`src/rtl/core/mt_pkg.sv`:
```
// Shared types and constants for the MT19937 generator.
// No dependencies.
`default_nettype none
package mt_pkg;
	localparam int STATE_WORDS_DEF  = 624;
	localparam int TWIST_OFFSET_DEF = 397;
	localparam logic [31:0] TWIST_XOR  = 32'h9908b0df;
	localparam logic [31:0] TEMPER_B   = 32'h9d2c5680;
	localparam logic [31:0] TEMPER_C   = 32'hefc60000;
	localparam logic [31:0] INIT_MULT  = 32'd1812433253;
	localparam logic [31:0] MIX1_MULT  = 32'd1664525;
	localparam logic [31:0] MIX2_MULT  = 32'd1566083941;
	localparam logic [31:0] INIT_SEED  = 32'd19650218;
	localparam logic [31:0] HIGH_BIT   = 32'h80000000;

	typedef enum logic [1:0] {
		OP_RESEED = 2'd0,
		OP_BITS   = 2'd1,
		OP_BOUND  = 2'd2,
		OP_FRAC   = 2'd3
	} op_t;

	// datapath commands
	typedef enum logic [3:0] {
		DP_NOP,
		DP_INIT_START,  // write word 0 = INIT_SEED, prev = it, idx = 1
		DP_INIT_STEP,   // word[idx] = f(prev), idx++
		DP_MIX_START,   // idx = 1, j = 0, read word 1
		DP_MIX_STEP,    // mix pass 1 step
		DP_MIX2_STEP,   // mix pass 2 step
		DP_FINAL,       // word 0 = HIGH_BIT
		DP_TW_START,    // begin twist
		DP_TW_STEP,
		DP_DRAW         // fetch and temper word at pos
	} dp_cmd_t;

	typedef struct packed {
		dp_cmd_t    cmd;
		logic       key_two;
	} mt_ctl_t;

	typedef struct packed {
		logic        busy;
		logic        word_ok;
		logic [31:0] word;
		logic        need_twist;
	} mt_sts_t;

	function automatic logic [31:0] temper(input logic [31:0] y0);
		logic [31:0] y;
		y = y0 ^ (y0 >> 11);
		y = y ^ ((y << 7) & TEMPER_B);
		y = y ^ ((y << 15) & TEMPER_C);
		y = y ^ (y >> 18);
		return y;
	endfunction
endpackage
`default_nettype wire

```
`src/rtl/core/mt_ctrl.sv`:
```
// Controller: accepts transactions, sequences datapath commands, forms results.
// Depends on mt_pkg.
`default_nettype none
module mt_ctrl import mt_pkg::*; (
	input  wire logic        clk,
	input  wire logic        arst_n,
	input  wire logic        in_valid,
	output logic             in_stall,
	input  wire logic [1:0]  op,
	input  wire logic [63:0] seed,
	input  wire logic [5:0]  bits,
	input  wire logic [30:0] bound,
	output logic             out_valid,
	input  wire logic        out_stall,
	output logic [52:0]      value,
	output logic             error,
	output mt_ctl_t          ctl,
	output logic [31:0]      key0,
	output logic [31:0]      key1,
	input  wire mt_sts_t     sts
);
	typedef enum logic [3:0] {
		S_IDLE, S_INIT, S_INIT_W, S_MIX, S_MIX_W, S_FIN, S_TW_W,
		S_DRAW, S_DRAW_W, S_OUT
	} st_t;

	st_t         st_q;
	op_t         op_q;
	logic [5:0]  k_q;
	logic [30:0] n_q;
	logic [5:0]  len_q;
	logic        seeded_q, second_q, started_q;
	logic [26:0] a_q;
	logic [63:0] mag;
	logic [5:0]  blen;
	logic [31:0] r_bits, r_len;

	assign mag = seed[63] ? (64'd0 - seed) : seed;
	assign in_stall = (st_q != S_IDLE) || out_valid;
	assign r_bits = sts.word >> (6'd32 - k_q);
	assign r_len  = sts.word >> (6'd32 - len_q);

	always_comb begin
		blen = '0;
		for (int i = 0; i < 31; i++) if (bound[i]) blen = 6'(i + 1);
	end

	always_ff @(posedge clk or negedge arst_n) begin
		if (!arst_n) begin
			st_q <= S_IDLE; seeded_q <= 1'b0; out_valid <= 1'b0;
			ctl <= '{cmd: DP_NOP, key_two: 1'b0};
			started_q <= 1'b0; second_q <= 1'b0;
			op_q <= OP_RESEED; k_q <= '0; n_q <= '0; len_q <= '0; a_q <= '0;
			value <= '0; error <= 1'b0; key0 <= '0; key1 <= '0;
		end else begin
			ctl.cmd <= DP_NOP;
			if (out_valid && !out_stall) out_valid <= 1'b0;
			case (st_q)
				S_IDLE: if (in_valid && !in_stall) begin
					op_q <= op_t'(op); k_q <= bits; n_q <= bound; len_q <= blen;
					value <= '0; error <= 1'b0; second_q <= 1'b0;
					if (op_t'(op) == OP_RESEED) begin
						key0 <= mag[31:0]; key1 <= mag[63:32];
						ctl.key_two <= (mag[63:32] != 32'd0);
						ctl.cmd <= DP_INIT_START; st_q <= S_INIT;
					end else if (!seeded_q || (op_t'(op) == OP_BITS &&
					             (bits == 6'd0 || bits > 6'd32)) ||
					             (op_t'(op) == OP_BOUND && bound == 31'd0)) begin
						error <= 1'b1; out_valid <= 1'b1;
					end else st_q <= S_DRAW;
				end
				S_INIT: st_q <= S_INIT_W;
				S_INIT_W: if (!sts.busy) begin
					ctl.cmd <= DP_MIX_START; st_q <= S_MIX;
				end
				S_MIX: st_q <= S_MIX_W;
				S_MIX_W: if (!sts.busy) begin
					ctl.cmd <= DP_FINAL; st_q <= S_FIN;
				end
				S_FIN: begin
					seeded_q <= 1'b1; out_valid <= 1'b1; st_q <= S_IDLE;
				end
				S_DRAW: if (!sts.busy && !started_q) begin
					started_q <= 1'b1;
					if (sts.need_twist) begin
						ctl.cmd <= DP_TW_START; st_q <= S_TW_W;
					end else begin
						ctl.cmd <= DP_DRAW; st_q <= S_DRAW_W;
					end
				end else started_q <= 1'b0;
				S_TW_W: if (started_q) started_q <= 1'b0;
				else if (!sts.busy) begin
					ctl.cmd <= DP_DRAW; st_q <= S_DRAW_W;
				end
				S_DRAW_W: if (sts.word_ok) begin
					started_q <= 1'b0;
					case (op_q)
						OP_BITS: begin
							value <= 53'(r_bits); st_q <= S_OUT;
						end
						OP_BOUND: begin
							if (r_len < {1'b0, n_q}) begin
								value <= 53'(r_len); st_q <= S_OUT;
							end else st_q <= S_DRAW;
						end
						default: begin
							if (!second_q) begin
								a_q <= sts.word[31:5]; second_q <= 1'b1; st_q <= S_DRAW;
							end else begin
								value <= {a_q, sts.word[31:6]};
								st_q <= S_OUT;
							end
						end
					endcase
				end
				S_OUT: begin
					out_valid <= 1'b1; st_q <= S_IDLE;
				end
				default: st_q <= S_IDLE;
			endcase
		end
	end
endmodule
`default_nettype wire

```
`config.mk`:
```
export PLATFORM = sky130hd
export DESIGN_NAME = mt_ctrl
export DESIGN_NICKNAME = d
export VERILOG_FILES = /design/src/rtl/core/mt_pkg.sv /design/src/rtl/core/mt_ctrl.sv
export SDC_FILE = /design/constraint.sdc
export NUM_CORES = 1
export LEC_CHECK = 0
export BUFFER_PORTS_ARGS = -buffer_cell sky130_fd_sc_hd__buf_2
export CAP_MARGIN = 20
export CORE_UTILIZATION = 56
export DETAILED_ROUTE_END_ITERATION = 16
export HOLD_SLACK_MARGIN = 0.03
export PLACE_DENSITY = 0.82
export SETUP_SLACK_MARGIN = 0.05
export SLEW_MARGIN = 20
export SYNTH_ARGS = -nofsm -noshare
export SYNTH_HDL_FRONTEND = slang
export SYNTH_SLANG_ARGS = --single-unit
```
`constraint.sdc`:
```
create_clock -name clk -period 6.3 [get_ports clk]
set_input_delay 1.26 -clock clk [delete_from_list [all_inputs] [get_ports clk]]
set_output_delay 1.26 -clock clk [all_outputs]
set_load 0.005 [all_outputs]
```
# After elaboration in Yosys (flattened, before gate mapping)
# Cells that the tools add are included.
# totals
input_bits,142
out_inout_bits,125
regBits,203
# classes
magnitude_cmp,2
bitwise_logic,2
eq_ne,24
n_mux,75
shift,2
reduce_logical,31
add_sub_neg,3
# op_table
op,count
$mux W53,4
$pmux W53 S2,2
$mux W6,29
$mux W4,16
$mux W64,1
$shr A32 B6 Y32,2
$sub A1 B64 Y64 const A,1
$lt A32 B31 Y1,1
$pmux W4 S8,1
$reduce_bool A32 Y1,1
$logic_not A31 Y1,1
$pmux W4 S5,1
$eq A4 B3 Y1 const B,4
$ne A2 B2 Y1 const B,8
$mux W1,12
$sub A6 B6 Y6 const A,2
$eq A4 B2 Y1 const B,2
$eq A4 B4 Y1 const B,2
$mux W2,4
$pmux W4 S2,1
$reduce_and A4 Y1,2
$reduce_and A8 Y1,1
$gt A6 B6 Y1 const B,1
$logic_not A6 Y1,1
21 further kinds,39

# Depth between registers and ports, before layout
# logic_depth
word_depth,31
mapped_depth,22

# Worst setup path before layout
# No wires, ideal clock.
# synth_timing
kind,register to register
start,register len_q[0]
end,register value[15]
n_path_buf,6
setup_ns,0.127
path_slack_ns,0.566
stages_incl_launch_ff,20
required_ns,6.173
t_arrival_ns,5.606
path_cell_list,dfrtp_1 -> clkbuf_1 -> inv_1 -> ha_1 -> clkbuf_1 -> clkbuf_1 -> buf_1 -> mux4_2 -> mux2_2 -> a22o_1 -> ha_1 -> a21o_1 -> a221o_1 -> a2111oi_0 -> o211ai_1 -> or3_1 -> a31o_1 -> clkbuf_1 -> clkbuf_1 -> mux2_1
# synth_between
elab_chain_len,6
word_cells_on_any_way,9
classes_between,1 x add/sub; 1 x order compare; 1 x eq/ne; 1 x shift; 4 x mux; 1 x reduce/logical
# synth_lines
element,line,source
"start, declared",mt_ctrl.sv:31,logic [5:0] len_q;
"start signal, assigned",mt_ctrl.sv:60,op_q <= op_t'(op); k_q <= bits; n_q <= bound; len_q <= blen;
$sub A6 B6 Y6 (*),mt_ctrl.sv:41,assign r_len = sts.word >> (6'd32 - len_q);
$shr A32 B6 Y32 (*),mt_ctrl.sv:41,
"parallel branches: the longest is 4 deep, another holds $lt A32 B31 Y1",-,
"end signal, assigned",mt_ctrl.sv:110,"value <= {a_q, sts.word[31:6]};"
"end, declared",mt_ctrl.sv:15,"output logic [52:0] value,"
# Mark *: on every way between the ends. The select of a mux whose other input is x is not followed.
# A chain may end at the register's enable or synchronous reset.

# Final worst setup path
# layout_timing
start,register len_q[1]
end,register value[48]
# layout_between
elab_chain_len,5
# layout_lines
element,line,source
$sub A6 B6 Y6,mt_ctrl.sv:41,
$shr A32 B6 Y32,mt_ctrl.sv:41,
$lt A32 B31 Y1,mt_ctrl.sv:102,"if (r_len < {1'b0, n_q}) begin"
$ne A3 B3 Y1 (no line),-,
$reduce_and A5 Y1 (no line),-,
# Every way passes these cells.

==> flow_metrics.env <==
export IMPL_status="finished clean"
export IMPL_path_cells="inv_1 -> ha_1 -> buf_12 -> mux2i_1 -> o21a_1 -> o21a_1 -> o22ai_1 -> a22o_1 -> ha_1 -> a21o_1 -> a221o_1 -> a2111oi_0 -> o211ai_1 -> or3_1 -> a31o_2 -> buf_4 -> mux2_1"
export IMPL_htree_levels=1
export IMPL_cts_sinks=202
export IMPL_vias_per_cell=6.39
export IMPL_area_growth_synth_to_final_pct=16.0
export IMPL_max_stage_delay_ps=490
export IMPL_grt_total_usage_pct=37.4
export IMPL_r2r_start="len_q[1]"
export IMPL_criticalPathCategory="reg2reg"
export IMPL_first_iter_violations=1420
export IMPL_layout_nets=2089
export IMPL_dieHeight_um=164
export IMPL_die_x_um=164
export IMPL_setup_tns_final_ps=0
export IMPL_rrSetupSlack_ps=820
export IMPL_multiInputGateArea_um2=9000
export IMPL_end_kind="register"
export IMPL_ys_top_cells_by_area="dfrtp_1 34%, mux4_2 8.2%, nand2_1 7.5%, o21ai_0 6.0%, xor2_1 3.5%"
export IMPL_drv_slew=0
export IMPL_drive_above_1_share_pct=23.2
export IMPL_first_pass_iters=9
export IMPL_async_flop_share_pct=100
export IMPL_grt_pass1_vias=13800
export IMPL_synthCells=1718
export IMPL_power_density_nw_per_um2=543
export IMPL_fp_coreArea_um2=26000
export IMPL_synth_distinct_cells=82
export IMPL_ys_ff_latch=202
export IMPL_fin_skew_ps=9.00
export IMPL_crit_start="len_q[1]"
export IMPL_finalHoldViolCount=0
export IMPL_ant_nets=0
export IMPL_clk_pin_slew_ps=60
export IMPL_crit_family="compound AO/OA/AOI/OAI gates"
export IMPL_io_pins=267
export IMPL_cts_resized=0
export IMPL_p_leak_uw=0.00817
export IMPL_min_period_ps=5480
export IMPL_synth_area_um2=14800
export IMPL_critPathSlowestCell="dfrtp_1"
export IMPL_worstSkewPairLatency_ps=540
export IMPL_start_util_pct=56.8
export IMPL_fin_crit_sh_pct=87.0
export IMPL_worst_endpoint_required_ps=6710
export IMPL_synth_most_common_cell="nand2_1"
export IMPL_reg2reg_to="value[48]"
export IMPL_drt_wl_total_um=50700
export IMPL_synth_commonest_cells="297 x nand2_1, 202 x dfrtp_1, 176 x o21ai_0"
export IMPL_drc=0
export IMPL_arrival_ps=5890
export IMPL_synth_top_area_share_pct=34.2
export IMPL_grt_pass1_wl_um=77500
export IMPL_clockRootBuffer="clkbuf_16"
export IMPL_cp_depth=17
export IMPL_antenna_found_initial=1
export IMPL_rsz0062_at_grt="no"
export IMPL_path_buf_inv=3
export IMPL_total_power_uw=9300
export IMPL_setup_violations=0
export IMPL_cts_buffers=23
export IMPL_num_rows=59
export IMPL_place_inst=2222
export IMPL_cts_hold_buffers=0
export IMPL_hold_path_class="reg2reg"
export IMPL_fin_util_pct=65.9
export IMPL_syn_nets=1895
export IMPL_rr_worst_depth=17
export IMPL_fp_dieArea_um2=27000
export IMPL_drv_cap=0
export IMPL_nFillCells=2217
export IMPL_cp_endpoint="value[48]"
export IMPL_synth_warnings=0
export IMPL_slew_headroom_pct=33.7
export IMPL_cp_start_kind="register"
export IMPL_portBuffers=266
export IMPL_critPathMaxFanout=53
export IMPL_cts_tree="built"
export IMPL_final_cells=2263
export IMPL_synth_top_cell_by_area="dfrtp_1"
export IMPL_place_gp_congestion=1.03
export IMPL_grt_overflow=0
export IMPL_place_area_um2=16300
export IMPL_clock_path_buffers=3
export IMPL_place_hpwl_um=37100
export IMPL_stdcell_area_um2=17100
export IMPL_cts_setup_buffers=0
export IMPL_seqCellArea_um2=5060
export IMPL_ys_seq_area_share_pct=34.2
export IMPL_worstMarginPinSlew_ps=969
export IMPL_syn_avg_cell_area_um2=8.60
export IMPL_wl_per_cell_um=22.4
export IMPL_grt_max_degree=112
export IMPL_ir_drop_mv=0.589
export IMPL_synth_edff_count=0
export IMPL_ys_flop_type="dfrtp_1"
export IMPL_fmaxAchievable_mhz=182
export IMPL_vias=14500
## worst min-delay path by stage
stage | from | slack [ps] | to | depth (start not counted)
5_1_grt | seeded_q | 490 | seeded_q | 2
6_report | seeded_q | 460 | seeded_q | 2
3_3_place_gp | seeded_q | 430 | seeded_q | 2
2_1_floorplan | seeded_q | 420 | seeded_q | 2
4_1_cts | seeded_q | 460 | seeded_q | 2
3_5_place_dp | seeded_q | 450 | seeded_q | 2
## per-layer routing
layer	track usage (%)	up-vias	routed length, um
met5	0	-	0
met2	61.2	800	23800
met4	13.1	0	1770
met3	9.89	129	5430
met1	47.7	6943	19700
li1	-	6596	-
## flip-flops by register name (all words and copies together), names as in the netlist
signal and flops:
ctl 5, started_q 1, second_q 1, n_q 31, error 1, k_q 6
op_q 2, value 53, out_valid 1, a_q 27, key1 32, seeded_q 1
len_q 5, st_q 4, key0 32
## per-stage QoR
step	setup slack, ps	hold WS [ps]
final	818	462
after global routing	523	486
after CTS	885	464
after detailed placement	755	450
after global placement	847	429
after floorplan	566	419
## tightest hold or removal path: cells and delay by family, from the launching register on
family / cells / cell delay [ps]
DFF: 1 / 330
and+or+nand+nor: 1 / 50
buffers and inverters: 1 / 50
## logic make-up after synthesis
group | Yosys count | synth area share [%]
adders and majority gates | 36 | 3.03
xor gates and xnor gates | 69 | 4.09
AOI/OAI and AO/OA | 423 | 18.1
DFF | 202 | 34.2
and+or+nand+nor | 636 | 19.8
muxes | 158 | 15.7
buffers and inverters | 194 | 5.01
## layout by cell type (no fill, tap or decap), drive strengths merged, types with 10 or more instances in the layout
| master | netlist | final |
|---|---|---|
| nand4 | 14 | 14 |
| mux2 | 55 | 55 |
| o21ai | 179 | 179 |
| o31ai | 21 | 21 |
| nand2b | 15 | 15 |
| inv | 73 | 74 |
| a211oi | 29 | 29 |
| o22ai | 33 | 33 |
| xnor2 | 10 | 10 |
| mux2i | 49 | 49 |
| buf | 16 | 289 |
| o41ai | 12 | 12 |
| clkbuf | 105 | 31 |
| nor2 | 126 | 126 |
| nand3 | 24 | 24 |
| nand2 | 297 | 297 |
| dfrtp | 202 | 202 |
| xor2 | 59 | 59 |
| and3 | 25 | 25 |
| a31oi | 17 | 17 |
| nor4 | 15 | 15 |
| mux4 | 54 | 54 |
| ha | 35 | 35 |
| or3 | 18 | 18 |
| or4 | 19 | 19 |
| o211ai | 13 | 13 |
| nor3 | 37 | 37 |
| a21oi | 45 | 45 |
| or2 | 14 | 14 |
## report_power, final
part | total, uW | leakage, uW | switching (uW) | internal [uW]
Combinational | 5830 | 0.00513 | 3620 | 2200
Clock | 1470 | 0.000408 | 572 | 895
Sequential | 2010 | 0.00264 | 274 | 1730
Total | 9300 | 0.00817 | 4470 | 4830
## layout make-up
cell class | instances | share of cell area, %
repair buffers | 290 | 9.09
flip-flops and latches | 202 | 29.5
clock inverters | 10 | 0.986
inverters | 73 | 1.60
well taps | 335 | 2.45
multi-input cells | 1322 | 52.5
clock buffers | 30 | 3.81
diodes | 1 | 0.0146
Note: power is estimated with default switching activity, not from simulation.
